[src/design/orfct_pkg.sv]
`default_nettype none

package orfct_pkg;

    localparam int POSITION_WIDTH = 32;

    localparam logic [7:0] CH_A     = 8'h41;
    localparam logic [7:0] CH_C     = 8'h43;
    localparam logic [7:0] CH_G     = 8'h47;
    localparam logic [7:0] CH_T     = 8'h54;
    localparam logic [7:0] CH_M     = 8'h4D;
    localparam logic [7:0] CH_DASH  = 8'h2D;
    localparam logic [7:0] CH_QUERY = 8'h3F;
    localparam logic [7:0] CH_LF    = 8'h0A;

    // codon index = first*16 + second*4 + third, bases A0 C1 G2 T3
    localparam logic [8*64-1:0] AMINO_TABLE =
        "KNKNTTTTRSRSIIMIQHQHPPPPRRRRLLLLEDEDAAAAGGGGVVVV-Y-YSSSS-CWCLFLF";

    typedef enum logic [1:0] {
        PH_HEADER    = 2'd0,
        PH_SEARCH    = 2'd1,
        PH_TRANSLATE = 2'd2,
        PH_DONE      = 2'd3
    } phase_t;

    typedef enum logic [1:0] {
        KIND_START   = 2'd0,
        KIND_RESIDUE = 2'd1,
        KIND_STOP    = 2'd2
    } kind_t;

    typedef struct packed {
        logic [7:0] ch;
        logic       start_of_record;
    } seq_item_t;

    typedef struct packed {
        kind_t                     kind;
        logic [7:0]                residue;
        logic [POSITION_WIDTH-1:0] position;
    } res_item_t;

    // bit 2 flags a non-ACGT character
    function automatic logic [2:0] code_base(input logic [7:0] c);
        logic [2:0] code;
        case (c)
            CH_A:    code = 3'd0;
            CH_C:    code = 3'd1;
            CH_G:    code = 3'd2;
            CH_T:    code = 3'd3;
            default: code = 3'd4;
        endcase
        return code;
    endfunction

    function automatic logic [7:0] amino_lookup(input logic [5:0] idx);
        logic [8:0] sel;
        sel = {~idx, 3'b000};
        return AMINO_TABLE[sel +: 8];
    endfunction

endpackage

`default_nettype wire

[src/design/orfct_in_stage.sv]
`default_nettype none

module orfct_in_stage
    import orfct_pkg::*;
(
    input  wire logic      clk,
    input  wire logic      rst_n,
    input  wire logic      seq_valid,
    input  wire seq_item_t seq_item,
    output logic           seq_stall,
    input  wire logic      take,
    output logic           item_valid,
    output seq_item_t      item
);

    logic      valid_reg;
    logic      valid_next;
    seq_item_t item_reg;

    assign seq_stall  = valid_reg && !take;
    assign valid_next = seq_stall ? valid_reg : seq_valid;

    always_ff @(posedge clk or negedge rst_n)
    begin
        if (!rst_n)
        begin
            valid_reg <= 1'b0;
        end
        else
        begin
            valid_reg <= valid_next;
        end
    end

    always_ff @(posedge clk)
    begin
        if (!seq_stall && seq_valid)
        begin
            item_reg <= seq_item;
        end
    end

    assign item_valid = valid_reg;
    assign item       = item_reg;

endmodule

`default_nettype wire

[src/design/orfct_core.sv]
`default_nettype none

module orfct_core
    import orfct_pkg::*;
(
    input  wire logic      clk,
    input  wire logic      rst_n,
    input  wire logic      skip_header,
    input  wire logic      step,
    input  wire seq_item_t item,
    output logic           result_valid,
    output res_item_t      result
);

    phase_t                    phase_reg;
    phase_t                    phase_next;
    logic [1:0]                count_reg;
    logic [1:0]                count_next;
    logic [5:0]                held_reg;
    logic [5:0]                held_next;
    logic [POSITION_WIDTH-1:0] index_reg;
    logic [POSITION_WIDTH-1:0] index_next;

    phase_t                    eff_phase;
    logic [1:0]                eff_count;
    logic [5:0]                eff_held;
    logic [POSITION_WIDTH-1:0] eff_index;
    logic                      hdr_skip;
    phase_t                    work_phase;
    logic                      active;
    logic [2:0]                code;
    logic                      codon_bad;
    logic [7:0]                aa;
    logic                      start_hit;
    logic                      codon_done;

    // start of record clears the record state before the character is seen
    assign eff_phase = item.start_of_record ? PH_HEADER : phase_reg;
    assign eff_count = item.start_of_record ? 2'd0 : count_reg;
    assign eff_held  = item.start_of_record ? 6'd0 : held_reg;
    assign eff_index = item.start_of_record ? '0 : index_reg;

    assign hdr_skip   = (eff_phase == PH_HEADER) && skip_header;
    assign work_phase = (eff_phase == PH_HEADER) ? PH_SEARCH : eff_phase;
    assign active     = step && !hdr_skip && (work_phase != PH_DONE) && (item.ch != CH_LF);

    assign code       = code_base(item.ch);
    assign codon_bad  = eff_held[2] | eff_held[5] | code[2];
    assign aa         = amino_lookup({eff_held[1:0], eff_held[4:3], code[1:0]});
    assign start_hit  = active && (work_phase == PH_SEARCH) && (eff_count == 2'd2)
                        && (item.ch == CH_G);
    assign codon_done = active && (work_phase == PH_TRANSLATE) && (eff_count == 2'd2);

    always_comb
    begin
        phase_next = phase_reg;
        count_next = count_reg;
        held_next  = held_reg;
        index_next = index_reg;
        if (step)
        begin
            phase_next = eff_phase;
            count_next = eff_count;
            held_next  = eff_held;
            index_next = eff_index;
            if (hdr_skip)
            begin
                if (item.ch == CH_LF)
                begin
                    phase_next = PH_SEARCH;
                end
            end
            else
            begin
                phase_next = work_phase;
            end
            if (active)
            begin
                index_next = eff_index + 1'b1;
                case (work_phase)
                    PH_SEARCH:
                    begin
                        if (start_hit)
                        begin
                            phase_next = PH_TRANSLATE;
                            count_next = 2'd0;
                            held_next  = 6'd0;
                        end
                        else if (eff_count == 2'd1 && item.ch == CH_T)
                        begin
                            count_next = 2'd2;
                        end
                        else if (item.ch == CH_A)
                        begin
                            count_next = 2'd1;
                        end
                        else
                        begin
                            count_next = 2'd0;
                        end
                    end
                    PH_TRANSLATE:
                    begin
                        case (eff_count)
                            2'd0:
                            begin
                                held_next  = {3'd0, code};
                                count_next = 2'd1;
                            end
                            2'd1:
                            begin
                                held_next  = {code, eff_held[2:0]};
                                count_next = 2'd2;
                            end
                            default:
                            begin
                                held_next  = 6'd0;
                                count_next = 2'd0;
                                if (!codon_bad && aa == CH_DASH)
                                begin
                                    phase_next = PH_DONE;
                                end
                            end
                        endcase
                    end
                    default:
                    begin
                        phase_next = work_phase;
                    end
                endcase
            end
        end
    end

    always_comb
    begin
        result_valid    = 1'b0;
        result.kind     = KIND_RESIDUE;
        result.residue  = CH_QUERY;
        result.position = eff_index - POSITION_WIDTH'(2);
        if (start_hit)
        begin
            result_valid   = 1'b1;
            result.kind    = KIND_START;
            result.residue = CH_M;
        end
        else if (codon_done)
        begin
            result_valid = 1'b1;
            if (codon_bad)
            begin
                result.kind    = KIND_RESIDUE;
                result.residue = CH_QUERY;
            end
            else if (aa == CH_DASH)
            begin
                result.kind    = KIND_STOP;
                result.residue = CH_DASH;
            end
            else
            begin
                result.kind    = KIND_RESIDUE;
                result.residue = aa;
            end
        end
    end

    always_ff @(posedge clk or negedge rst_n)
    begin
        if (!rst_n)
        begin
            phase_reg <= PH_HEADER;
            count_reg <= 2'd0;
            held_reg  <= 6'd0;
            index_reg <= '0;
        end
        else
        begin
            phase_reg <= phase_next;
            count_reg <= count_next;
            held_reg  <= held_next;
            index_reg <= index_next;
        end
    end

    a_result_needs_step: assert property (@(posedge clk) disable iff (!rst_n)
        result_valid |-> step)
        else $error("result without a request");

    a_start_enters_translate: assert property (@(posedge clk) disable iff (!rst_n)
        (result_valid && result.kind == KIND_START) |=> (phase_reg == PH_TRANSLATE))
        else $error("start codon did not open translation");

    a_stop_ends_record: assert property (@(posedge clk) disable iff (!rst_n)
        (result_valid && result.kind == KIND_STOP) |=> (phase_reg == PH_DONE))
        else $error("stop codon did not end record");

    a_count_range: assert property (@(posedge clk) disable iff (!rst_n)
        count_reg != 2'd3)
        else $error("base count out of range");

endmodule

`default_nettype wire

[src/design/orfct_out_stage.sv]
`default_nettype none

module orfct_out_stage
    import orfct_pkg::*;
(
    input  wire logic      clk,
    input  wire logic      rst_n,
    input  wire logic      result_valid,
    input  wire res_item_t result,
    output logic           take,
    output logic           res_valid,
    input  wire logic      res_stall,
    output res_item_t      res_item
);

    logic      valid_reg;
    logic      valid_next;
    res_item_t item_reg;

    assign take       = !(valid_reg && res_stall);
    assign valid_next = take ? result_valid : valid_reg;

    always_ff @(posedge clk or negedge rst_n)
    begin
        if (!rst_n)
        begin
            valid_reg <= 1'b0;
        end
        else
        begin
            valid_reg <= valid_next;
        end
    end

    always_ff @(posedge clk)
    begin
        if (take && result_valid)
        begin
            item_reg <= result;
        end
    end

    assign res_valid = valid_reg;
    assign res_item  = item_reg;

endmodule

`default_nettype wire

[src/design/orf_codon_translator.sv]
// Open reading frame translator: takes one FASTA character per request on
// seq, drops the header line when skip_header is set, ignores newlines, finds
// the first ATG and then emits one residue per codon on res, ending the
// record at the first stop codon. A new character can be taken every cycle
// while res is not stalled; a result passes through the input register, then
// the result register. Position wraps at 32 bits. skip_header resets to 1.
`default_nettype none

module orf_codon_translator
    import orfct_pkg::*;
(
    input  wire logic      clk,
    input  wire logic      rst_n,
    input  wire logic      cfg_we,
    input  wire logic      cfg_wdata,
    input  wire logic      seq_valid,
    output logic           seq_stall,
    input  wire seq_item_t seq_item,
    output logic           res_valid,
    input  wire logic      res_stall,
    output res_item_t      res_item
);

    logic      skip_header_reg;
    logic      skip_header_next;
    logic      take;
    logic      item_valid;
    seq_item_t item;
    logic      result_valid;
    res_item_t result;

    assign skip_header_next = cfg_we ? cfg_wdata : skip_header_reg;

    always_ff @(posedge clk or negedge rst_n)
    begin
        if (!rst_n)
        begin
            skip_header_reg <= 1'b1;
        end
        else
        begin
            skip_header_reg <= skip_header_next;
        end
    end

    orfct_in_stage u_in_stage (
        .clk        (clk),
        .rst_n      (rst_n),
        .seq_valid  (seq_valid),
        .seq_item   (seq_item),
        .seq_stall  (seq_stall),
        .take       (take),
        .item_valid (item_valid),
        .item       (item)
    );

    orfct_core u_core (
        .clk          (clk),
        .rst_n        (rst_n),
        .skip_header  (skip_header_reg),
        .step         (item_valid && take),
        .item         (item),
        .result_valid (result_valid),
        .result       (result)
    );

    orfct_out_stage u_out_stage (
        .clk          (clk),
        .rst_n        (rst_n),
        .result_valid (result_valid),
        .result       (result),
        .take         (take),
        .res_valid    (res_valid),
        .res_stall    (res_stall),
        .res_item     (res_item)
    );

endmodule

`default_nettype wire

[config.mk]
export PLATFORM = sky130hd
export DESIGN_NAME = orf_codon_translator
export DESIGN_NICKNAME = d
export VERILOG_FILES = /design/src/design/orfct_pkg.sv /design/src/design/orfct_in_stage.sv /design/src/design/orfct_core.sv /design/src/design/orfct_out_stage.sv /design/src/design/orf_codon_translator.sv
export SDC_FILE = /design/constraint.sdc
export NUM_CORES = 1
export LEC_CHECK = 0
export BUFFER_PORTS_ARGS = -buffer_cell sky130_fd_sc_hd__buf_4
export CAP_MARGIN = 30
export CORE_ASPECT_RATIO = 0.75
export CORE_UTILIZATION = 42
export DETAILED_ROUTE_END_ITERATION = 10
export HOLD_SLACK_MARGIN = 0.12
export PLACE_DENSITY = 0.62
export SLEW_MARGIN = 20
export SYNTH_ARGS = -nofsm -noshare
export SYNTH_HDL_FRONTEND = slang
export SYNTH_SLANG_ARGS = --single-unit
export TNS_END_PERCENT = 10
[constraint.sdc]
create_clock -name clk -period 4.1 [get_ports clk]
set_input_delay 0.205 -clock clk [delete_from_list [all_inputs] [get_ports clk]]
set_output_delay 0.205 -clock clk [all_outputs]
set_load 0.02 [all_outputs]
[Word level (Yosys, flattened, before mapping)]
Cells that the tools add are included.
Word-level totals
  bits in registers: 96
  bits in read-only memories: 0
  bits in writable memories: 0
  memories kept: 0
  logic and storage cells: 87
  bits in latches: 0
  output and inout bits: 44
  bits of input ports: 15
Operators by class
  reductions and logical operators: 25
  add/sub/neg operators: 2
  divide/modulo/power cells: 0
  multiply operators: 0
  magnitude comparators: 0
  bitwise logic cells: 4
  shift operators: 1
  multiplexer cells: 29
  eq/ne operators: 12
Operators by type and width (count)
  512-bit by 10-bit indexed part select with 8-bit output (first input constant): 1
  32-bit two-way mux: 2
  32-bit by 1-bit adder with 32-bit output (second input constant): 1
  8-bit by 7-bit equality test with 1-bit output (second input constant): 4
  32-bit by 2-bit subtractor with 32-bit output (second input constant): 1
  2-bit two-way mux: 12
  6-bit case mux with 2 select lines: 2
  6-bit two-way mux: 3
  9-bit two-way mux: 2
  1-bit logical AND: 16
  2-bit case mux with 2 select lines: 3
  3-bit case mux with 4 select lines: 1
  10-bit two-way mux: 1
  8-bit by 4-bit equality test with 1-bit output (second input constant): 1
  8-bit by 6-bit equality test with 1-bit output (second input constant): 1
  8-bit by 4-bit != test with 1-bit output (second input constant): 1
  6-bit inverter: 1
  2-bit by 1-bit equality test with 1-bit output (second input constant): 2
  2-bit equality test (second input constant): 2
  1-bit logical NOT: 4
  2-bit logical NOT: 2
  4-bit OR reduction: 1
  1-bit two-way mux: 3
  3-bit OR reduction: 1
  other kinds (4): 5

[Depth between registers and ports, before layout]
  depth after elaboration: 13
  mapped depth: 15
  mapped depth without buffers: 9

[Modules after synthesis]
A second synthesis with hierarchy kept.
Second synthesis, totals
  cells, all modules: 544
  area total of the unflattened synthesis: 5427.7 um2
Modules (own cells, without submodules)
  orfct_core: cells each 481, area an instance 3743.6 um2, sequential area each 1051.0 um2, instances 1
  orfct_out_stage: cells each 46, area an instance 1308.8 um2, sequential area each 1286.2 um2, instances 1
  orfct_in_stage: cells each 14, area an instance 327.8 um2, sequential area each 295.3 um2, instances 1
  orf_codon_translator: cells each 3, area an instance 47.5 um2, sequential area each 26.3 um2, instances 1

[Worst setup path before layout]
Ideal clock, no wire load.
  path kind: reg-to-reg
  start: reg u_out_stage.valid_reg, in the netlist u_out_stage.res_valid
  end: reg u_out_stage.item_reg (netlist bit u_out_stage.res_item[0]) (enable)
  path slack: -485 ps
  data required time: 3610 ps
  buffers on the path: 0
  setup time: 490 ps
  stages on the path, launching flop included: 5
  arrival time: 4095 ps
  period minus slack after synthesis: 4585 ps
  path through: dfrtp_1 > a21bo_1 > a221oi_2 > nand2_1 > nor3_1
On the way
  cells in the longest elaborated chain, start to end: 11
  elaborated cells between the ends (all ways): 14
  those cells by class: 2 x mux; 12 x reduce/logical
RTL lines
  from (decl): RTL line orfct_out_stage.sv:16  | logic valid_reg;
  from (signal assigned): RTL line orfct_out_stage.sv:31  | valid_reg <= valid_next;
  1-bit logical AND (*): RTL line orfct_out_stage.sv:20  | assign take = !(valid_reg && res_stall);
  1-bit logical NOT (*): RTL line orfct_out_stage.sv:20
  1-bit logical AND: RTL line orf_codon_translator.sv:61  | .step (item_valid && take),
  1-bit logical AND (3 in a row): RTL line orfct_core.sv:45  | assign active = step && !hdr_skip && (work_phase != PH_DONE) && (item.ch != CH_LF);
  1-bit logical AND, on equally long branches (2 in a row): RTL line orfct_core.sv:52, orfct_core.sv:50
  1-bit two-way mux / 1-bit logical AND (equally long branches): RTL line orfct_core.sv:147, orfct_core.sv:51
  1-bit two-way mux: RTL line orfct_core.sv:141  | if (start_hit)
  1-bit logical AND (*): RTL line orfct_out_stage.sv:37  | if (take && result_valid)
  to (signal assigned): RTL line orfct_out_stage.sv:39  | item_reg <= result;
  to (decl): RTL line orfct_out_stage.sv:18  | res_item_t item_reg;
Mark *: on every way between the ends. The rest lies on a longest branch, timed or not.
A chain may end at the register's enable or synchronous reset.

==> impl_metrics.tcl <==
set metrics [dict create \
    status "complete, no violations" \
    wl_per_cell_um 17.9 \
    worst-path-max-fanout 17 \
    hold_viol_final 0 \
    cp.arrival_ns 3.41 \
    highest_layer "met4" \
    final_cells 816 \
    gp_congestion 0.863 \
    final_antenna_net_count 0 \
    wl_met1_mm 7.59 \
    worst_pin_slew_ns 0.783 \
    hpwl_mm 9.91 \
    synthTopCellsByArea "edfxtp_1, dfrtp_1, nand2_1" \
    start_util_pct 43.4 \
    leakage_uw 0.00254 \
    num_io_pins 59 \
    worst_slack_ns 0.891 \
    utilization_pct 50.8 \
    coreArea_mm2 0.0131 \
    area_growth_syn_to_layout_pct 17.1 \
    yosys_warnings 0 \
    power_density_mw_per_mm2 363 \
    clock_skew_ns 0.00767 \
    clockBufferDepth 2 \
    async_flop_share_pct 47.4 \
    dp.cells 785 \
    critPathCaptureType "register" \
    post-route-period-util_pct 78.3 \
    grt_pass1_wl_mm 23.3 \
    grt_max_degree 66 \
    dr.first_iter.drc_count 453 \
    cp.required_ns 4.30 \
    max-slew-margin-rel_pct 47.3 \
    cts-root-buf "clkbuf_16" \
    die_y_um 103 \
    clk_pin_slew_ns 0.07 \
    drive_gt1_share_pct 14.4 \
    routed_wl_mm 14.6 \
    synth_edf_count 50 \
    drv_cap 0 \
    peakVddDrop_mv 0.223 \
    synth_ff_type "edfxtp_1" \
    setup_viol 0 \
    synthesis.nets 616 \
    ys_seq_area_share_pct 46.4 \
    htree_levels 3 \
    antenna_found_initial 0 \
    clock.fmax_ghz 0.312 \
    grt-ovfl-total 0 \
    dr_wl_met2_mm 5.93 \
    cts_tree "built" \
    die_w_um 136 \
    ys_ff_latch 95 \
    syn_area_per_cell_um2 9.54 \
    hp-class "in -> async" \
    cts_made_buffers 9 \
    synthTopCellsByCount "nand2_1, edfxtp_1, dfrtp_1" \
    criticalPathCategory "reg -> reg" \
    numPortBuffers 57 \
    netlist.area_leader.share_pct 26.5 \
    clkLatencyLatePin_ns 0.35 \
    routed_via_density 5.85 \
    pre_cts_ws_ns 0.920 \
    row_count 36 \
    vias 4770 \
    grt_pass1_vias 4223 \
    synth_area_mm2 0.00567 \
    postCtsSetupBuffers 0 \
    min_period_ns 3.21 \
    grt_use_total_pct 22.1 \
    drc 0 \
    final_nets 662 \
    yosysMostFrequentCell "nand2_1" \
    cts_resized 0 \
    r2r_cells 8 \
    netlist_instances 594 \
    timing.setup.tns_ns 0 \
    die_area_mm2 0.0140 \
    fill_cells 1234 \
    grt_setup_unrepaired "false" \
    critPathLaunchType "register" \
    largest_reg_flops 41 \
    yosysTopAreaCell "edfxtp_1" \
    ys_types 72 \
    cts_sinks 95 \
    wl_met3_um 978 \
    ctsHoldBuffers 14 \
    n_antenna_cell 0 \
    slew_violations 0 \
    drt_pre_antenna_iters 5 \
]
==> path summary, 6_finish.rpt <==
check | from | end | slack, ns
max | u_in_stage.item[0]$_DFFE_PP_ | u_out_stage.res_item[27]$_DFFE_PP_ | 0.89
min | rst_n | u_core.index_reg[25]$_DFFE_PN0P_ | 0.39
max reg2reg | u_in_stage.item[0]$_DFFE_PP_ | u_out_stage.res_item[27]$_DFFE_PP_ | 0.89
min reg2reg | u_core.held_reg[5]$_DFFE_PN0P_ | u_core.held_reg[5]$_DFFE_PN0P_ | 0.51
max in group asynchronous | rst_n | u_core.phase_reg[1]$_DFFE_PN0P_ | 3.26
min in group clk | u_core.held_reg[5]$_DFFE_PN0P_ | u_core.held_reg[5]$_DFFE_PN0P_ | 0.51
==> critical path: stages (launching register included) <==
cell	delay (ns)
edfxtp_1	0.36
buf_4	0.22
nand2b_1	0.23
ha_1	0.42
or4b_2	0.65
o21ai_2	0.26
o21ai_1	0.23
or4_1	0.52
a31oi_1	0.16
==> per-layer routing <==
layer | vias up | track usage, %
met3 | 12 | 4.77
met5 | - | 0
met1 | 2318 | 34.2
met2 | 165 | 30.5
li1 | 2275 | -
met4 | 0 | 6.15
==> placed cells by master (no fill, tap or decap), types with 5 or more instances in the layout <==
master         synthesis  routed
dlygate4sd3_1          0      14
a21o_1                 5       5
inv_1                 16      16
ha_1                   7       7
nand4_1               15      15
and2_1                12      12
xnor2_1               14      14
nand3_1               22      22
mux2i_1                7       7
and3_1                11      11
o21ai_0               25      25
o211ai_1               6       6
nand2_1               73      73
o31ai_1                7       7
buf_4                  2      62
a21oi_1               21      21
nor4_1                 7       7
or3_1                  8       8
edfxtp_1              50      50
nor2_1                42      42
xor2_1                16      16
nor3_1                17      16
nand2b_1               8       8
nor2b_1               15      15
dfrtp_1               44      44
or4_1                 17      17
clkbuf_16              0       9
nand3b_1               5       5
a31oi_1               11      11
==> logic make-up after synthesis <==
family | Yosys count | synth area share, %
compound gates | 116 | 14.5
flops | 95 | 46.4
simple gates | 278 | 27.0
fa+ha+maj | 7 | 1.55
other cells | 1 | 0.0662
xor+xnor | 30 | 4.64
buf+inv | 58 | 4.28
mux | 9 | 1.63
==> where the power goes <==
| group | switching [uW] | internal, uW | leakage (uW) |
|---|---|---|---|
| clock | 373 | 535 | 0.000142 |
| combinational | 238 | 163 | 0.00132 |
| sequential | 42.7 | 1060 | 0.00108 |
==> stage by stage <==
step | instance area [um^2] | hold slack [ns] | total power (uW)
2_1_floorplan | 5670 | -0.0906 | 1390
3_3_place_gp | 6180 | 0.267 | 1500
3_5_place_dp | 6180 | 0.267 | 1500
4_1_cts | 6630 | 0.431 | 2420
5_1_grt | 6640 | 0.456 | 2510
6_report | 6640 | 0.394 | 2410
==> cell type report <==
class                      instances  area, um^2  share of cell area, %
clock buffer                      11         233                   3.51
clock inverter                     5        82.6                   1.24
inverter                          16        60.1                  0.905
multi-input combinational        441        2810                   42.3
sequential                        95        2630                   39.6
tap                              171         214                   3.22
timing repair buffer              77         611                   9.20
No activity file was read; power rests on OpenSTA's default activity.
